## src/design/sba_map_ram.sv

```systemverilog
// Used-address bitmap storage: 64-bit words, one write and one read port.
// The read data is registered, so it appears in the cycle after the read request.
module sba_map_ram #(
    parameter int WORDS = 64,
    localparam int AW = (WORDS > 1) ? $clog2(WORDS) : 1
) (
    input  logic          i_clk,
    input  logic          i_rd_en,
    input  logic [AW-1:0] i_rd_addr,
    output logic [63:0]   o_rd_data,
    input  logic          i_wr_en,
    input  logic [AW-1:0] i_wr_addr,
    input  logic [63:0]   i_wr_data
);
    logic [63:0] r_mem [WORDS];
    logic [63:0] r_rd_data;

    always_ff @(posedge i_clk) begin
        if (i_wr_en) begin
            r_mem[i_wr_addr] <= i_wr_data;
        end
        if (i_rd_en) begin
            r_rd_data <= r_mem[i_rd_addr];
        end
    end

    assign o_rd_data = r_rd_data;

endmodule

```

## config.mk

```make
export PLATFORM = sky130hd
export DESIGN_NAME = sba_map_ram
export DESIGN_NICKNAME = d
export VERILOG_FILES = /design/src/design/sba_map_ram.sv
export SDC_FILE = /design/constraint.sdc
export NUM_CORES = 2
export LEC_CHECK = 0
export BUFFER_PORTS_ARGS = -buffer_cell sky130_fd_sc_hd__buf_2
export CAP_MARGIN = 10
export CORE_MARGIN = 1.5
export CORE_UTILIZATION = 37
export DETAILED_ROUTE_END_ITERATION = 16
export HOLD_SLACK_MARGIN = 0.03
export PLACE_DENSITY = 0.52
export SYNTH_ARGS = -nofsm -noshare
export SYNTH_HDL_FRONTEND = slang
export SYNTH_SLANG_ARGS = --single-unit
```

## constraint.sdc

```tcl
create_clock -name i_clk -period 8.65 [get_ports i_clk]
set_input_delay 2.595 -clock i_clk [delete_from_list [all_inputs] [get_ports i_clk]]
set_output_delay 2.595 -clock i_clk [all_outputs]
set_load 0.01 [all_outputs]
```

==> impl_metrics.json <==
{
  "place_hpwl_um": 239400,
  "min-delay-start": "r_mem[38][46]$_DFFE_PP_",
  "final-seq-area_um2": 124900,
  "start_util_pct": 37.10,
  "maxSlewHeadroom_pct": 10.35,
  "final_nets": 7108,
  "worst_pin_slew_ns": 1.345,
  "routed_via_density": 5.767,
  "grt_pass1_vias": 76400,
  "antenna_found_initial": 45,
  "ys_ff_latch": 4160,
  "stdcell_count": 13058,
  "syn-cell-area_um2": 157000,
  "dp.cells": 12255,
  "powerDensity_nw_per_um2": 236.6,
  "drive_gt1_share_pct": 28.20,
  "num_vias": 75302,
  "cap_violations": 0,
  "ant_nets": 0,
  "multi_input_area_um2": 30780,
  "fill_cells": 36169,
  "die_w_um": 654.4,
  "endpoint_kind": "flop",
  "clock_path_buffers": 4,
  "cts.repair.resized": 0,
  "hold_ws_ns": 0.8937,
  "wl_per_cell_um": 35.63,
  "worst_ep_arrival_time_ns": 6.02,
  "fp-row-count": 239,
  "p_leak_nw": 55.27,
  "grtUsageTotal_pct": 21.46,
  "grt_pass1_wl_um": 636500,
  "setup_viol": 0,
  "cp_data_required_time_ns": 9.30,
  "synth.avg_cell_area_um2": 23.79,
  "finalWirelength_um": 465300,
  "insertion_delay_ns": 0.98,
  "die_h_um": 654.4,
  "ff2ff_path_depth": 5,
  "synth_area_leaders": "edfxtp_1 (80%), mux4_2 (15%), mux2i_1 (0.86%)",
  "rsz0062_at_grt": "no",
  "postCtsHoldBufs": 0,
  "syn_inst": 6598,
  "numCtsBuffers": 435,
  "cts_tree": "built",
  "yosysUniqueCellTypes": 32,
  "holdPathStages": 4,
  "pre_cts_ws_ns": 2.282,
  "die_area_um2": 428200,
  "max_freq_ghz": 0.1860,
  "clk_pin_slew_ns": 0.06,
  "r2r_slack_ns": 6.37,
  "ys_warn_count": 0,
  "drc_errors": 0,
  "areaGrowthSynthToFinish_pct": 14.42,
  "hold_class": "reg -> reg",
  "gr-total-overflow": 0,
  "yosysSeqAreaShare_pct": 79.57,
  "rr_startpoint": "r_mem[11][44]$_DFFE_PP_",
  "synth_top_area_share_pct": 79.57,
  "path_max_fanout": 67,
  "whs_endpoint": "o_rd_data[46]$_DFFE_PP_",
  "clock_skew_ns": 0.04881,
  "io_pins": 143,
  "placeableCoreArea_um2": 423100,
  "hold_viol": 0,
  "postCtsSetupRepairBufs": 0,
  "maxSlewViolCount": 0,
  "fin_setup_tns_ns": 0,
  "fin_ws_ns": 3.274,
  "critPathKind": "in -> reg",
  "dr.first_iter.drc_count": 8909,
  "grt_max_degree": 128,
  "startpoint_type": "input port",
  "status": "finished, final reports clean",
  "r2r-end": "o_rd_data[44]$_DFFE_PP_",
  "clockRootBuffer": "clkbuf_16",
  "port-buffer-count": 142,
  "cts_sinks": 4160,
  "synth_nets": 6677,
  "drtPass1Iterations": 5,
  "fin_crit_ns": 5.376,
  "cts-htree-levels": 5,
  "ir_drop_mv": 0.1955,
  "synth_area_leader_cell": "edfxtp_1",
  "gp_congestion": 0.7666,
  "fin_crit_sh_pct": 62.15
}
worst max-delay path, cell delays in order:
cell,delay (ns)
buf_2,0.57
nor2b_4,0.31
buf_12,0.44
buf_4,0.65
a22oi_1,0.17
and3_1,0.20
a211oi_1,0.77
cells in the mapped netlist:
| cell type | count |
|---|---|
| a31oi_1 | 18 |
| buf_2 | 170 |
| o221ai_1 | 38 |
| mux4_2 | 1024 |
| o22ai_1 | 83 |
| and2_1 | 3 |
| or3b_2 | 1 |
| buf_4 | 34 |
| or3_1 | 29 |
| buf_1 | 20 |
| or2_2 | 28 |
| nand2_1 | 58 |
| edfxtp_1 | 4160 |
| buf_6 | 6 |
| a41oi_1 | 26 |
| a22oi_1 | 168 |
| nor3_1 | 2 |
| nand3b_1 | 2 |
| a31o_1 | 1 |
| nand2b_1 | 11 |
| a2bb2oi_1 | 19 |
| nand3_1 | 45 |
| nor2_1 | 112 |
| a22o_1 | 88 |
| mux2i_1 | 135 |
| inv_1 | 19 |
| nor2b_1 | 28 |
| nand4_1 | 2 |
| and3_1 | 64 |
| nand4b_1 | 1 |
| clkbuf_1 | 140 |
| a211oi_1 | 63 |
layer usage:
layer / GRT usage, % / routed length, um / vias up
met5: 0 / 17 / -
met4: 5.449 / 12440 / 2
met3: 2.678 / 28090 / 608
met1: 29.83 / 193800 / 42205
li1: - / - / 29511
met2: 35.99 / 230900 / 2976
cells by family after synthesis:
logic type | after synthesis | synth area share (%)
flip-flops | 4160 | 79.57
multiplexers | 1159 | 15.55
AO/OA/AOI/OAI | 504 | 2.467
buffers and inverters | 389 | 1.176
AND/OR/NAND/NOR | 386 | 1.235
stage by stage:
stage	instance area [um^2]	power (mW)	utilization [%]
after floorplan	157000	23.88	-
after global placement	165900	24.78	39.20
after detailed placement	165900	24.82	39.20
after CTS	179600	42.87	42.44
after global routing	179600	43.68	42.44
final	179600	42.50	42.45
power breakdown:
group	leakage (nW)	internal, mW	switching, mW	total [mW]
combinational	11.1	0.685	1.22	1.90
clock	6.70	10.4	7.78	18.1
sequential	37.5	22.4	0.0869	22.5
total	55.3	33.4	9.08	42.5
cell usage in the layout, fill, tap and decap left out, types with 5 or more instances in the layout:
master / n
edfxtp_1: 4160
mux4_2: 1024
clkbuf_16: 439
buf_4: 174
a22oi_1: 168
buf_2: 138
mux2i_1: 135
clkinv_1: 110
clkbuf_1: 92
a22o_1: 88
o22ai_1: 83
clkinv_2: 80
nor2_4: 65
and3_1: 64
a211oi_1: 63
nand2_1: 55
buf_12: 50
nor2_1: 47
nand3_1: 45
o221ai_1: 38
bufinv_16: 36
or3_1: 29
or2_2: 28
a41oi_1: 26
nor2b_1: 24
inv_1: 19
a2bb2oi_1: 19
a31oi_1: 18
diode_2: 15
nand2b_1: 9
clkinv_8: 9
inv_6: 6
clkinv_16: 5
clkinvlp_4: 5
worst max-delay path by stage:
| stage | from | endpoint | slack [ns] |
|---|---|---|---|
| global route | i_rd_addr[0] | o_rd_data[21]$_DFFE_PP_ | 3.34 |
| floorplan | i_wr_addr[3] | r_mem[48][0]$_DFFE_PP_ | 0.62 |
| global placement | i_rd_addr[3] | o_rd_data[4]$_DFFE_PP_ | 2.31 |
| detailed placement | i_rd_addr[3] | o_rd_data[4]$_DFFE_PP_ | 2.28 |
| finish | i_rd_addr[3] | o_rd_data[4]$_DFFE_PP_ | 3.27 |
| CTS | i_rd_addr[3] | o_rd_data[4]$_DFFE_PP_ | 3.31 |
state kept, by name, summed over array words and instances (netlist names):
name / cells
r_mem: 4096
o_rd_data: 64
layout make-up:
type	count	share of cell area (%)
Antenna cell	15	0.02090
Clock buffer	531	6.308
Clock inverter	257	1.318
Inverter	19	0.03971
Multi-Input combinational cell	2049	17.14
Sequential cell	4160	69.55
Tap cell	5663	3.945
Timing Repair Buffer	364	1.686
Power figures use the tool's default switching activity.
