File: config.mk
export PLATFORM = sky130hd
export DESIGN_NAME = sba_ctrl_flat
export DESIGN_NICKNAME = d
export VERILOG_FILES = /design/src/design/sba_pkg.sv /design/src/design/sba_op_if.sv /design/src/design/sba_res_if.sv /design/src/design/sba_ctrl.sv /design/src/flat_wrapper.sv
export SDC_FILE = /design/constraint.sdc
export NUM_CORES = 1
export LEC_CHECK = 0
export BUFFER_PORTS_ARGS = -buffer_cell sky130_fd_sc_hd__buf_2
export CORE_MARGIN = 2
export CORE_UTILIZATION = 35
export DETAILED_ROUTE_END_ITERATION = 6
export PLACE_DENSITY = 0.62
export SLEW_MARGIN = 20
export SYNTH_ARGS = -nofsm -noshare
export SYNTH_HDL_FRONTEND = slang
export SYNTH_SLANG_ARGS = --single-unit
File: constraint.sdc
create_clock -name i_clk -period 9.35 [get_ports i_clk]
set_clock_uncertainty 0.1 [all_clocks]
set_input_delay 1.87 -clock i_clk [delete_from_list [all_inputs] [get_ports i_clk]]
set_output_delay 1.87 -clock i_clk [all_outputs]
set_load 0.05 [all_outputs]
File: src/design/sba_pkg.sv
// Package for the subnet address bitmap allocator.
// Field widths, operation and status codes, register indexes and the configuration struct.
// No dependencies; every other design file but sba_map_ram imports it.
package sba_pkg;

    localparam int ADDR_W    = 32;
    localparam int SIZE_W    = 13;
    localparam int OP_W      = 2;
    localparam int ST_W      = 2;
    localparam int CFG_IDX_W = 2;
    localparam int WORD_BITS = 64;

    // Operation codes of an input word.
    localparam logic [OP_W-1:0] OP_CLEAR   = 2'd0;
    localparam logic [OP_W-1:0] OP_INSERT  = 2'd1;
    localparam logic [OP_W-1:0] OP_EXCLUDE = 2'd2;
    localparam logic [OP_W-1:0] OP_FIND    = 2'd3;

    // Status codes of a result word.
    localparam logic [ST_W-1:0] ST_DONE      = 2'd0;
    localparam logic [ST_W-1:0] ST_DUP       = 2'd1;
    localparam logic [ST_W-1:0] ST_EXHAUSTED = 2'd2;
    localparam logic [ST_W-1:0] ST_OUTSIDE   = 2'd3;

    // Configuration register indexes.
    localparam logic [CFG_IDX_W-1:0] CFG_POOL_START   = 2'd0;
    localparam logic [CFG_IDX_W-1:0] CFG_POOL_SIZE    = 2'd1;
    localparam logic [CFG_IDX_W-1:0] CFG_POOL_ENABLED = 2'd2;

    typedef struct packed {
        logic [ADDR_W-1:0] pool_start;
        logic [SIZE_W-1:0] pool_size;
        logic              pool_enabled;
    } t_cfg;

endpackage

File: src/design/sba_op_if.sv
// Input channel of the allocator: one operation word per handshake.
// Depends on sba_pkg for the field widths.
interface sba_op_if;
    import sba_pkg::*;

    logic              valid;
    logic              ready;
    logic [OP_W-1:0]   operation;
    logic [ADDR_W-1:0] address;
    logic              dynamic;
    logic [ADDR_W-1:0] range_first;
    logic [ADDR_W-1:0] range_last;

    modport source (
        output valid, operation, address, dynamic, range_first, range_last,
        input  ready
    );
    modport sink (
        input  valid, operation, address, dynamic, range_first, range_last,
        output ready
    );
endinterface

File: src/design/sba_res_if.sv
// Result channel of the allocator: one result word per handshake.
// Depends on sba_pkg for the field widths.
interface sba_res_if;
    import sba_pkg::*;

    logic              valid;
    logic              ready;
    logic              accepted;
    logic [ST_W-1:0]   status;
    logic [ADDR_W-1:0] found_address;

    modport source (
        output valid, accepted, status, found_address,
        input  ready
    );
    modport sink (
        input  valid, accepted, status, found_address,
        output ready
    );
endinterface

File: src/design/sba_ctrl.sv
// Operation sequencer of the allocator: decodes one word, walks the bitmap memory
// with read-modify-write passes and holds the result register. Depends on sba_pkg.
module sba_ctrl #(
    parameter int POOL_DEPTH = 4096,
    localparam int MAP_WORDS = (POOL_DEPTH + 63) / 64,
    localparam int WA_W = (MAP_WORDS > 1) ? $clog2(MAP_WORDS) : 1
) (
    input  logic             i_clk,
    input  logic             i_rst_n,
    input  sba_pkg::t_cfg    i_cfg,
    sba_op_if.sink           i_op,
    sba_res_if.source        o_res,
    output logic             o_ram_rd_en,
    output logic [WA_W-1:0]  o_ram_rd_addr,
    input  logic [63:0]      i_ram_rd_data,
    output logic             o_ram_wr_en,
    output logic [WA_W-1:0]  o_ram_wr_addr,
    output logic [63:0]      o_ram_wr_data
);
    import sba_pkg::*;

    localparam int NB = $clog2(POOL_DEPTH + 1);
    localparam int SW = (NB > SIZE_W) ? NB : SIZE_W;

    typedef enum logic [3:0] {
        S_SWEEP, S_IDLE, S_INS_CHK, S_INS_RD, S_INS_WR, S_EXC_CLAMP, S_EXC_SLOT,
        S_EXC_LOOP, S_FIND_SETUP, S_FIND_LOOP, S_FIND_ADD, S_DONE
    } t_state;

    function automatic logic [WA_W-1:0] word_of(input logic [SW-1:0] s);
        logic [SW-1:0] t;
        t = s >> 6;
        return t[WA_W-1:0];
    endfunction

    // Lowest set bit of a word, found by six halving steps.
    function automatic logic [5:0] ffs64(input logic [63:0] v);
        logic [63:0] x;
        logic [5:0]  idx;
        x   = v;
        idx = '0;
        for (int k = 5; k >= 0; k--) begin
            if ((x & ~({64{1'b1}} << (1 << k))) == 64'd0) begin
                idx[k] = 1'b1;
                x      = x >> (1 << k);
            end
        end
        return idx;
    endfunction

    t_state            r_state;
    logic [ADDR_W-1:0] r_addr;
    logic              r_dyn;
    logic [ADDR_W-1:0] r_first;
    logic [ADDR_W-1:0] r_last;
    logic [ADDR_W:0]   r_lo;
    logic [ADDR_W:0]   r_hi;
    logic [SW-1:0]     r_slot;
    logic [5:0]        r_lo_b;
    logic [5:0]        r_hi_b;
    logic [WA_W-1:0]   r_lo_w;
    logic [WA_W-1:0]   r_last_w;
    logic [WA_W-1:0]   r_idx;
    logic              r_rd_more;
    logic              r_pend;
    logic [WA_W-1:0]   r_pend_w;
    logic              r_mark0;
    logic              r_acc;
    logic [ST_W-1:0]   r_st;
    logic [ADDR_W-1:0] r_found;
    logic              r_out_valid;
    logic              r_out_acc;
    logic [ST_W-1:0]   r_out_st;
    logic [ADDR_W-1:0] r_out_found;

    logic [SW-1:0]   eff_n;
    logic [SW-1:0]   find_last;
    logic [ADDR_W:0] base33;
    logic [ADDR_W:0] lim33;
    logic [ADDR_W:0] first33;
    logic [ADDR_W:0] last1;
    logic            in_range;
    logic            ins_bit;
    logic [5:0]      lo_b;
    logic [5:0]      hi_b;
    logic [63:0]     exc_mask;
    logic [63:0]     lim_mask;
    logic [63:0]     free;
    logic            accept;

    assign accept    = i_op.valid && i_op.ready;
    assign i_op.ready = (r_state == S_IDLE);

    assign eff_n = (SW'(i_cfg.pool_size) > SW'(POOL_DEPTH)) ? SW'(POOL_DEPTH)
                                                             : SW'(i_cfg.pool_size);
    assign find_last = eff_n - SW'(2);
    assign base33    = {1'b0, i_cfg.pool_start};
    assign lim33     = base33 + (ADDR_W+1)'(eff_n);
    assign first33   = {1'b0, r_first};
    assign last1     = {1'b0, r_last} + 33'd1;
    assign in_range  = ({1'b0, r_addr} >= base33) && ({1'b0, r_addr} < lim33);
    assign ins_bit   = i_ram_rd_data[r_slot[5:0]];

    // Range mask of the word being written back during an exclude pass.
    assign lo_b     = (r_pend_w == r_lo_w) ? r_lo_b : 6'd0;
    assign hi_b     = (r_pend_w == r_last_w) ? r_hi_b : 6'd63;
    assign exc_mask = ({64{1'b1}} << lo_b) & ({64{1'b1}} >> (6'd63 - hi_b));
    assign lim_mask = (r_pend_w == r_last_w) ? ({64{1'b1}} >> (6'd63 - r_hi_b))
                                             : {64{1'b1}};
    assign free     = ~i_ram_rd_data & lim_mask;

    always_comb begin
        o_ram_rd_en   = 1'b0;
        o_ram_rd_addr = r_idx;
        o_ram_wr_en   = 1'b0;
        o_ram_wr_addr = r_pend_w;
        o_ram_wr_data = i_ram_rd_data | exc_mask;
        case (r_state)
            S_SWEEP: begin
                o_ram_wr_en   = 1'b1;
                o_ram_wr_addr = r_idx;
                o_ram_wr_data = (r_mark0 && r_idx == '0) ? 64'd1 : 64'd0;
            end
            S_INS_RD: begin
                o_ram_rd_en   = 1'b1;
                o_ram_rd_addr = word_of(r_slot);
            end
            S_INS_WR: begin
                o_ram_wr_en   = !(r_dyn && ins_bit);
                o_ram_wr_addr = word_of(r_slot);
                o_ram_wr_data = i_ram_rd_data | (64'd1 << r_slot[5:0]);
            end
            S_EXC_LOOP: begin
                o_ram_rd_en = r_rd_more;
                o_ram_wr_en = r_pend;
            end
            S_FIND_LOOP: begin
                o_ram_rd_en = r_rd_more;
            end
            default: begin
            end
        endcase
    end

    always_ff @(posedge i_clk) begin
        if (!i_rst_n) begin
            r_state     <= S_SWEEP;
            r_idx       <= '0;
            r_mark0     <= 1'b0;
            r_rd_more   <= 1'b0;
            r_pend      <= 1'b0;
            r_out_valid <= 1'b0;
        end else begin
            // In S_DONE the output register is reloaded below instead.
            if (o_res.valid && o_res.ready && r_state != S_DONE) begin
                r_out_valid <= 1'b0;
            end

            // Shared read pipeline of the exclude and find passes.
            if (r_state == S_EXC_LOOP || r_state == S_FIND_LOOP) begin
                if (r_rd_more) begin
                    r_pend   <= 1'b1;
                    r_pend_w <= r_idx;
                    if (r_idx == r_last_w) begin
                        r_rd_more <= 1'b0;
                    end else begin
                        r_idx <= r_idx + WA_W'(1);
                    end
                end else begin
                    r_pend <= 1'b0;
                end
            end

            case (r_state)
                S_SWEEP: begin
                    if (r_idx == WA_W'(MAP_WORDS - 1)) begin
                        r_acc   <= 1'b1;
                        r_st    <= ST_DONE;
                        r_found <= '0;
                        r_state <= r_mark0 ? S_DONE : S_IDLE;
                    end else begin
                        r_idx <= r_idx + WA_W'(1);
                    end
                end
                S_IDLE: begin
                    if (accept) begin
                        r_addr  <= i_op.address;
                        r_dyn   <= i_op.dynamic;
                        r_first <= i_op.range_first;
                        r_last  <= i_op.range_last;
                        r_found <= '0;
                        if (i_op.operation == OP_CLEAR) begin
                            r_idx   <= '0;
                            r_mark0 <= 1'b1;
                            r_state <= S_SWEEP;
                        end else if (!i_cfg.pool_enabled) begin
                            r_acc   <= (i_op.operation != OP_FIND);
                            r_st    <= ST_OUTSIDE;
                            r_state <= S_DONE;
                        end else begin
                            case (i_op.operation)
                                OP_INSERT:  r_state <= S_INS_CHK;
                                OP_EXCLUDE: r_state <= S_EXC_CLAMP;
                                default:    r_state <= S_FIND_SETUP;
                            endcase
                        end
                    end
                end
                S_INS_CHK: begin
                    r_slot <= SW'(r_addr - i_cfg.pool_start);
                    if (in_range) begin
                        r_state <= S_INS_RD;
                    end else begin
                        r_acc   <= 1'b1;
                        r_st    <= ST_OUTSIDE;
                        r_state <= S_DONE;
                    end
                end
                S_INS_RD: begin
                    r_state <= S_INS_WR;
                end
                S_INS_WR: begin
                    if (r_dyn && ins_bit) begin
                        r_acc <= 1'b0;
                        r_st  <= ST_DUP;
                    end else begin
                        r_acc <= 1'b1;
                        r_st  <= ST_DONE;
                    end
                    r_state <= S_DONE;
                end
                S_EXC_CLAMP: begin
                    r_lo    <= (first33 > base33) ? first33 : base33;
                    r_hi    <= (last1 > lim33) ? lim33 : last1;
                    r_state <= S_EXC_SLOT;
                end
                S_EXC_SLOT: begin
                    if (r_hi > r_lo) begin
                        r_lo_b    <= 6'(r_lo - base33);
                        r_hi_b    <= 6'(r_hi - base33 - 33'd1);
                        r_lo_w    <= word_of(SW'(r_lo - base33));
                        r_last_w  <= word_of(SW'(r_hi - base33 - 33'd1));
                        r_idx     <= word_of(SW'(r_lo - base33));
                        r_rd_more <= 1'b1;
                        r_pend    <= 1'b0;
                        r_state   <= S_EXC_LOOP;
                    end else begin
                        r_acc   <= 1'b0;
                        r_st    <= ST_OUTSIDE;
                        r_state <= S_DONE;
                    end
                end
                S_EXC_LOOP: begin
                    if (r_pend && !r_rd_more) begin
                        r_acc   <= 1'b1;
                        r_st    <= ST_DONE;
                        r_state <= S_DONE;
                    end
                end
                S_FIND_SETUP: begin
                    if (eff_n < SW'(2)) begin
                        r_acc   <= 1'b0;
                        r_st    <= ST_EXHAUSTED;
                        r_state <= S_DONE;
                    end else begin
                        r_hi_b    <= find_last[5:0];
                        r_last_w  <= word_of(find_last);
                        r_idx     <= '0;
                        r_rd_more <= 1'b1;
                        r_pend    <= 1'b0;
                        r_state   <= S_FIND_LOOP;
                    end
                end
                S_FIND_LOOP: begin
                    if (r_pend && free != 64'd0) begin
                        r_slot  <= (SW'(r_pend_w) << 6) | SW'(ffs64(free));
                        r_state <= S_FIND_ADD;
                    end else if (r_pend && !r_rd_more) begin
                        r_acc   <= 1'b0;
                        r_st    <= ST_EXHAUSTED;
                        r_state <= S_DONE;
                    end
                end
                S_FIND_ADD: begin
                    r_acc   <= 1'b1;
                    r_st    <= ST_DONE;
                    r_found <= i_cfg.pool_start + ADDR_W'(r_slot);
                    r_state <= S_DONE;
                end
                S_DONE: begin
                    if (!r_out_valid || o_res.ready) begin
                        r_out_valid <= 1'b1;
                        r_out_acc   <= r_acc;
                        r_out_st    <= r_st;
                        r_out_found <= r_found;
                        r_state     <= S_IDLE;
                    end
                end
                default: begin
                    r_state <= S_IDLE;
                end
            endcase
        end
    end

    assign o_res.valid         = r_out_valid;
    assign o_res.accepted      = r_out_acc;
    assign o_res.status        = r_out_st;
    assign o_res.found_address = r_out_found;

    // Each operation runs alone: no new word enters the cycle after one is taken.
    a_one_at_a_time: assert property (@(posedge i_clk) disable iff (!i_rst_n)
        accept |=> !i_op.ready)
        else $error("input taken while an operation is in flight");

    // The exclude pipeline never reads the word it is writing back.
    a_no_rw_collision: assert property (@(posedge i_clk) disable iff (!i_rst_n)
        (o_ram_rd_en && o_ram_wr_en) |-> (o_ram_rd_addr != o_ram_wr_addr))
        else $error("bitmap read and write hit the same word");

    // Exclude writes stay inside the clamped word range.
    a_exc_in_range: assert property (@(posedge i_clk) disable iff (!i_rst_n)
        (r_state == S_EXC_LOOP && o_ram_wr_en) |->
            (r_pend_w >= r_lo_w && r_pend_w <= r_last_w))
        else $error("exclude wrote outside its word range");

    // Only a successful find carries an address.
    a_found_zero: assert property (@(posedge i_clk) disable iff (!i_rst_n)
        (r_out_valid && r_out_st != ST_DONE) |-> (r_out_found == '0))
        else $error("failed result carries an address");

endmodule

File: src/flat_wrapper.sv
// flat-port wrapper written by rule: the top's interface ports become plain ports
module sba_ctrl_flat import sba_pkg::*;
#(
    parameter int POOL_DEPTH = 4096,
    localparam int MAP_WORDS = (POOL_DEPTH + 63) / 64,
    localparam int WA_W = (MAP_WORDS > 1) ? $clog2(MAP_WORDS) : 1
)
  (i_clk, i_rst_n, i_cfg, o_ram_rd_en, o_ram_rd_addr, i_ram_rd_data, o_ram_wr_en, o_ram_wr_addr, o_ram_wr_data, i_op_valid, i_op_operation, i_op_address, i_op_dynamic, i_op_range_first, i_op_range_last, i_op_ready, o_res_valid, o_res_accepted, o_res_status, o_res_found_address, o_res_ready);
  sba_op_if i_op_i ();
  sba_res_if o_res_i ();
  input  logic i_clk;
  input  logic i_rst_n;
  input  sba_pkg::t_cfg i_cfg;
  output logic o_ram_rd_en;
  output logic [WA_W-1:0] o_ram_rd_addr;
  input  logic [63:0] i_ram_rd_data;
  output logic o_ram_wr_en;
  output logic [WA_W-1:0] o_ram_wr_addr;
  output logic [63:0] o_ram_wr_data;
  input wire logic [$bits(i_op_i.valid)-1:0] i_op_valid;
  input wire logic [$bits(i_op_i.operation)-1:0] i_op_operation;
  input wire logic [$bits(i_op_i.address)-1:0] i_op_address;
  input wire logic [$bits(i_op_i.dynamic)-1:0] i_op_dynamic;
  input wire logic [$bits(i_op_i.range_first)-1:0] i_op_range_first;
  input wire logic [$bits(i_op_i.range_last)-1:0] i_op_range_last;
  output wire logic [$bits(i_op_i.ready)-1:0] i_op_ready;
  output wire logic [$bits(o_res_i.valid)-1:0] o_res_valid;
  output wire logic [$bits(o_res_i.accepted)-1:0] o_res_accepted;
  output wire logic [$bits(o_res_i.status)-1:0] o_res_status;
  output wire logic [$bits(o_res_i.found_address)-1:0] o_res_found_address;
  input wire logic [$bits(o_res_i.ready)-1:0] o_res_ready;
  assign i_op_i.valid = i_op_valid;
  assign i_op_i.operation = i_op_operation;
  assign i_op_i.address = i_op_address;
  assign i_op_i.dynamic = i_op_dynamic;
  assign i_op_i.range_first = i_op_range_first;
  assign i_op_i.range_last = i_op_range_last;
  assign i_op_ready = i_op_i.ready;
  assign o_res_valid = o_res_i.valid;
  assign o_res_accepted = o_res_i.accepted;
  assign o_res_status = o_res_i.status;
  assign o_res_found_address = o_res_i.found_address;
  assign o_res_i.ready = o_res_ready;
  sba_ctrl #(.POOL_DEPTH(POOL_DEPTH)) u_core (.i_clk(i_clk), .i_rst_n(i_rst_n), .i_cfg(i_cfg), .i_op(i_op_i), .o_res(o_res_i), .o_ram_rd_en(o_ram_rd_en), .o_ram_rd_addr(o_ram_rd_addr), .i_ram_rd_data(i_ram_rd_data), .o_ram_wr_en(o_ram_wr_en), .o_ram_wr_addr(o_ram_wr_addr), .o_ram_wr_data(o_ram_wr_data));
endmodule
==> flow_summary.yaml, run 1 <==
status:
  status: "finished clean"
synthesis:
  syn_avg_cell_area_um2: 9.50
  synth_edf_count: 275
  synth_area_mm2: 0.0226
  synth_area_leaders: "edfxtp_1, ha_1, a21oi_1"
  yosys_most_used_dff: "edfxtp_1"
  ys_warn_count: 0
  syn_inst: 2382
  synth_xor_area_share_pct: 5.19
  synthSimpleGateAreaFrac_pct: 15.4
  synth.distinct_cells: 85
  synth_fa_ha_area_share_pct: 12.2
  ys_ff_latch: 289
  synth_top_family_by_area: "compound AO/OA/AOI/OAI gates"
  muxShareOfSynthArea_pct: 5.84
  synth_top_area_share_pct: 36.5
  synth_top_area_cell: "edfxtp_1"
  yosysSeqAreaShare_pct: 37.7
  synth-compound-area-share_pct: 19.0
  synth_fp_nets: 2811
  async_reset_ff_share_pct: 0
clocking:
  clockRootBuffer: "clkbuf_16"
  htreeDepth: 1
  cts_buffers: 31
  cts_max_path_buffers: 3
  clkLatencyLatePin_ns: 0.60
  clock_sinks: 289
  ctsHoldBuffers: 0
  cts_setup_buffers: 0
  ctsResizeCount: 0
  clk_transition_reported_paths_ns: 0.06
  cts_tree: "yes"
global_routing:
  grtUsageMet1_pct: 36.0
  grt_max_degree: 76
  grt_overflow: 0
  grt_util_all_layers_pct: 27.2
  grt_pass1_vias: 20600
  grt_antenna_before_repair: 6
  grt_first_pass_wirelength_um: 136000
  busiest_layer: "met2"
  grtUsageMet2_pct: 43.5
  grtUsageMet3_pct: 3.80
detailed_routing:
  finalWirelength_um: 93800
  first_pass_iters: 6
  drc: 0
  avgRoutedWirePerCell_um: 26.4
  drt_iter0_drc: 2074
  drtAntennaViolNets: 0
  drt-vias-per-instance: 5.94
  vias: 21100
placed_design:
  place_congestion: 1.05
  dp_slack_ns: 1.17
  placed_cells: 3491
  hpwl_um: 76100
  io_buffers: 327
sta:
  setup_violations: 0
  setup_tns_ns: 0
  worst_hold_slack_ns: 0.319
  relSlewSlack_pct: 32.8
  worst_slew_pin_slew_ns: 1.01
  fin_ws_ns: 1.67
  final_hold_viol_count: 0
  slew_violations: 0
  clock.fmax_mhz: 130
  layout_min_cycle_time_ns: 7.68
  rsz0062_at_grt: "no"
  fin_crit_sh_pct: 82.1
die:
  die_area_mm2: 0.0667
  die_h_um: 258
  die_w_um: 258
  rows: 93
  initial_core_util_pct: 35.2
  num_io_pins: 328
  coreArea_mm2: 0.0642
worst_setup_path:
  cp_common_cell: "a21oi_1"
  cp_slowest_cell: "o31a_2"
  endpoint_kind: "flip-flop"
  worst-path-max-fanout: 19
  crit_chain: "buf_2 > nor2b_1 > ha_1 > a21o_1 > a21oi_1 > o21bai_1 > a21oi_1 > o21bai_1 > a41oi_1 > nor2b_1 > o21a_1 > o21ai_1 > nor2_1 > xnor2_1 > ha_1 > and4_1 > nand4_1 > mux2_2 > nand3_1 > a21oi_1 > o31ai_1 > o31a_2 > buf_4 > mux2i_1"
  worst-setup-path-type: "in2reg"
  cp.required_ns: 9.68
  worstPathArrival_ns: 8.01
  worstSetupStartpointType: "input pin"
  slowest_delay_ns: 0.68
pwr:
  cellLeakagePower_uw: 0.0109
  p_per_area_mw_per_mm2: 120
  p_switching_uw: 825
  combPwrFrac_pct: 14.4
  swShare_pct: 26.0
  p_int_uw: 2340
  ir_drop_uv: 140
  power_frac_clock_pct: 40.8
  pwr-share-seq_pct: 44.8
finish:
  finish.utilization_pct: 41.0
  final_cells: 3553
  nets: 3098
  layout-drive-gt1-share_pct: 19.3
  synthToLayoutAreaGrowth_pct: 16.3
min_path:
  hp-class: "reg2reg"
run:
  cap_violations: 0
==> per-layer routing <==
layer / vias up / part of all wire, %
met4: 0 / 6.1
met3: 264 / 7.4
met2: 1100 / 45
li1: 9473 / -
met1: 10300 / 42
met5: - / 0
==> worst max-delay path, delay by kind of cell <==
family / cells / cell delay, ns
AOI/OAI and AO/OA: 11 / 3.14
xor gates and xnor gates: 1 / 0.20
adders and majority gates: 2 / 0.63
buffers and inverters: 2 / 0.56
muxes: 2 / 0.55
and+or+nand+nor: 6 / 1.04
==> placed cells by master, fill, tap and decap left out, types with 19 or more instances in the layout <==
cell and count:
buf_2 327, edfxtp_1 275, a21oi_1 262, ha_1 211, nor2_1 189, inv_1 159, nand2_1 131, o21ai_0 128
xnor2_1 92, nand3_1 56, a21o_1 54, nor2b_1 48, a31oi_1 47, nand4_1 46, nand2b_1 44, xor2_1 42
mux2i_1 41, mux2_2 39, nor3_1 36, buf_4 35, and3_1 31, clkbuf_16 31, o21a_1 22, mux4_2 21
nor4_1 19, a221oi_1 19
==> power by group through the flow <==
stage	registers, µW	clock network [µW]	logic, µW
3_5_place_dp	1450	0	444
3_3_place_gp	1450	0	432
4_1_cts	1420	1320	447
2_1_floorplan	1440	0	262
5_1_grt	1420	1370	491
6_report	1420	1290	456
==> metrics by stage <==
step | area [µm²] | total power [µW]
final | 26300 | 3170
after floorplan | 22600 | 1710
after CTS | 26300 | 3180
after detailed placement | 25200 | 1890
after global placement | 25200 | 1880
after global routing | 26300 | 3280
==> cell families after synthesis <==
kind of cell / after synthesis
muxes: 101
buffers and inverters: 269
DFF: 289
adders and majority gates: 219
and+or+nand+nor: 684
AOI/OAI and AO/OA: 686
xor gates and xnor gates: 134
==> registers in the layout, summed over array words and instances (netlist names), 2 cells and up <==
name / count
u_core.r_last_w: 6
u_core.r_first: 32
u_core.r_lo: 32
u_core.r_idx: 6
u_core.r_hi: 33
u_core.r_found: 32
u_core.r_state: 4
u_core.r_lo_b: 6
u_core.o_res.status: 2
u_core.r_st: 2
u_core.r_pend_w: 6
u_core.r_addr: 32
u_core.r_lo_w: 6
u_core.r_last: 32
u_core.r_hi_b: 6
u_core.r_slot: 13
u_core.o_res.found_address: 32
==> cell usage after synthesis (8+ instances only) <==
cell      number
edfxtp_1     275
a21oi_1      262
ha_1         211
nor2_1       194
inv_1        159
nand2_1      131
o21ai_0      128
xnor2_1       92
clkbuf_1      77
nand3_1       56
a21o_1        54
nor2b_1       48
a31oi_1       47
nand4_1       46
nand2b_1      44
nor3_1        42
xor2_1        42
mux2i_1       41
mux2_2        39
and3_1        32
o21a_1        22
mux4_2        21
nor4_1        20
a221oi_1      19
a211oi_1      18
buf_2         18
and2_1        17
o221ai_1      15
dfxtp_1       14
o21bai_1      12
o211ai_1      11
buf_1         10
o31ai_1       10
or3_1         10
a211o_1        9
a21boi_0       8
==> cell type report <==
type / instances / area [µm²]
diodes: 5 / 12.5
inverters: 161 / 604
clock inverters: 22 / 269
fillers: 6394 / 37900
well taps: 855 / 1070
repair buffers: 362 / 1900
flip-flops and latches: 289 / 8540
clock buffers: 35 / 791
multi-input cells: 1824 / 13100
==> worst paths after layout <==
| check | startpoint | end | slack, ns | cells past startpoint |
|---|---|---|---|---|
| max | i_cfg[13] | u_core.r_hi[25] | 1.67 | 24 |
| min | u_core.r_found[6] | u_core.o_res.found_address[6] | 0.32 | 0 |
| max reg2reg | u_core.r_pend_w[2] | u_core.r_slot[0] | 3.43 | 13 |
| min reg2reg | u_core.r_found[6] | u_core.o_res.found_address[6] | 0.32 | 0 |
Power figures use the tool's default switching activity.
==> run 2: changes to the inputs <==
--- a/config.mk
+++ b/config.mk
@@ -5,11 +5,12 @@
 export SDC_FILE = /design/constraint.sdc
 export NUM_CORES = 1
 export LEC_CHECK = 0
+export ABC_AREA = 1
 export BUFFER_PORTS_ARGS = -buffer_cell sky130_fd_sc_hd__buf_2
 export CORE_MARGIN = 2
 export CORE_UTILIZATION = 35
 export DETAILED_ROUTE_END_ITERATION = 6
-export PLACE_DENSITY = 0.62
+export PLACE_DENSITY = 0.64
 export SLEW_MARGIN = 20
 export SYNTH_ARGS = -nofsm -noshare
 export SYNTH_HDL_FRONTEND = slang
==> constraint.sdc (replaced) <==
create_clock -name i_clk -period 6.2 [get_ports i_clk]
set_clock_uncertainty 0.1 [all_clocks]
set_input_delay 1.24 -clock i_clk [delete_from_list [all_inputs] [get_ports i_clk]]
set_output_delay 1.24 -clock i_clk [all_outputs]
set_load 0.05 [all_outputs]
==> flow_summary.yaml, run 2 <==
die:
  initial_core_util_pct: 35.2
  rows: 94
  coreArea_mm2: 0.0654
  num_io_pins: 328
  die_w_um: 260
  die_h_um: 260
  die_area_mm2: 0.0678
placed_design:
  place_area_mm2: 0.0265
  io_buffers: 327
  hpwl_um: 77100
  place_congestion: 1.03
  placed_cells: 4188
  dp_slack_ns: -0.365
synthesis:
  synth_area_leaders: "edfxtp_1, ha_1, nand2_1"
  ys_warn_count: 0
  synth_top_area_cell: "edfxtp_1"
  synthSimpleGateAreaFrac_pct: 23.3
  muxShareOfSynthArea_pct: 0
  synth-compound-area-share_pct: 16.9
  ys_ff_latch: 289
  synth_xor_area_share_pct: 3.01
  synth_top_family_by_area: "simple AND/OR/NAND/NOR gates"
  syn_inst: 2948
  synth_fp_nets: 3377
  synth_fa_ha_area_share_pct: 11.9
  synth.distinct_cells: 65
  synth_edf_count: 275
  async_reset_ff_share_pct: 0
  yosys_most_used_dff: "edfxtp_1"
  synthMostInstantiatedCell: "nand2_1"
  synthTopCellsByCount: "nand2_1, inv_1, nor2_1"
  synth_top_area_share_pct: 35.9
  syn_avg_cell_area_um2: 7.81
  yosysSeqAreaShare_pct: 37.1
  synth_area_mm2: 0.0230
sta:
  rsz0062_at_grt: "no"
  slew_violations: 0
  clock.fmax_mhz: 173
  fin_ws_ns: 0.416
  final_hold_viol_count: 0
  worst_slew_pin_slew_ns: 1.02
  fin_crit_sh_pct: 93.3
  relSlewSlack_pct: 32.3
  setup_violations: 0
  worst_hold_slack_ns: 0.315
  layout_min_cycle_time_ns: 5.78
detailed_routing:
  first_pass_iters: 6
  drc: 0
  drt_iter0_drc: 2670
  vias: 23200
  drt-vias-per-instance: 5.45
  avgRoutedWirePerCell_um: 22.0
  finalWirelength_um: 93400
  drtAntennaViolNets: 0
finish:
  synthToLayoutAreaGrowth_pct: 19.8
  largest_register_ffs: 33
  max_flop_register: "u_core.r_hi"
  mostFrequentLayoutCells: "nand2_1, inv_1, nor2_1"
  nets: 3790
  layout-drive-gt1-share_pct: 17.9
  final_common_cell: "nand2_1"
  final_cells: 4248
  fin_area_mm2: 0.0276
clocking:
  htreeDepth: 2
  clkLatencyLatePin_ns: 0.57
  cts_tree: "yes"
  clock_sinks: 289
  cts_buffers: 34
  cts_max_path_buffers: 3
  clk_transition_reported_paths_ns: 0.06
  clockRootBuffer: "clkbuf_16"
pwr:
  swShare_pct: 27.3
  pwr-share-seq_pct: 44.2
  cellLeakagePower_uw: 0.0125
  p_switching_uw: 1320
  power_frac_clock_pct: 40.6
  p_int_uw: 3520
  ir_drop_uv: 218
  p_per_area_mw_per_mm2: 175
  combPwrFrac_pct: 15.2
worst_setup_path:
  cp_slowest_cell: "ha_1"
  cp.required_ns: 6.38
  worst-path-max-fanout: 26
  worstPathArrival_ns: 5.96
  worstSetupStartpointType: "input pin"
  slowest_delay_ns: 0.29
  crit_buf_inv: 8
  endpoint_kind: "flip-flop"
  worst-setup-path-type: "in2reg"
  cp_top_family: "compound AO/OA/AOI/OAI gates"
  cp_common_cell: "nand2_1"
global_routing:
  grt_antenna_before_repair: 3
  grt_max_degree: 71
  grt_util_all_layers_pct: 26.9
  grt_first_pass_wirelength_um: 136000
  grt_overflow: 0
  grt_pass1_vias: 22000
min_path:
  hp-class: "reg2reg"
run:
  cap_violations: 0
status:
  status: "finished clean"
## run 2: final cells by class
| type | instances | area, µm² |
|---|---|---|
| fillers | 6790 | 37800 |
| multi-input cells | 2197 | 12800 |
| flip-flops and latches | 289 | 8540 |
| repair buffers | 453 | 2650 |
| inverters | 386 | 1450 |
| well taps | 864 | 1080 |
| clock buffers | 37 | 862 |
| clock inverters | 21 | 204 |
| diodes | 1 | 2.50 |
## run 2: power by group through the flow
stage	clock, µW	sequential, µW	combinational (µW)
after global placement	0	2180	709
after detailed placement	0	2180	714
after CTS	2000	2140	718
final	1970	2140	736
after floorplan	0	2180	384
after global routing	2070	2130	806
## run 2: worst paths after layout
path / endpoint / startpoint / slack, ns / depth (start not counted)
setup / recovery: u_core.r_hi[17] / i_cfg[7] / 0.42 / 35
hold / removal: u_core.o_res.found_address[25] / u_core.r_found[25] / 0.31 / 0
setup reg to reg: u_core.r_hi[17] / u_core.r_last[0] / 0.69 / 28
hold reg to reg: u_core.o_res.found_address[25] / u_core.r_found[25] / 0.31 / 0
## run 2: logic make-up after synthesis
logic type	after synthesis
AOI/OAI and AO/OA	685
xor gates and xnor gates	79
adders and majority gates	216
buffers and inverters	462
DFF	289
and+or+nand+nor	1217
## run 2: what timing repair did
item,CTS,global route
setup endpoints to repair,0,37
setup buffers,0,1
gates resized for setup,0,10
hold buffers,0,0
endpoints found under the hold margin,0,0
## run 2: stage by stage
step / power, µW / utilization [%] / setup TNS [ns]
after floorplan: 2560 / - / 0
after global placement: 2890 / 40.4 / -10.80
after detailed placement: 2890 / 40.5 / -12.07
after CTS: 4860 / 42.1 / 0
after global routing: 5010 / 42.2 / 0
final: 4840 / 42.2 / 0
## run 2: metal layers
metal	vias to the layer above	routed length [µm]	track usage [%]
met5	-	25	0
met1	10600	38500	35.1
met4	4	4820	12.5
met2	1241	41700	43.4
met3	246	8340	4.64
li1	11000	-	-
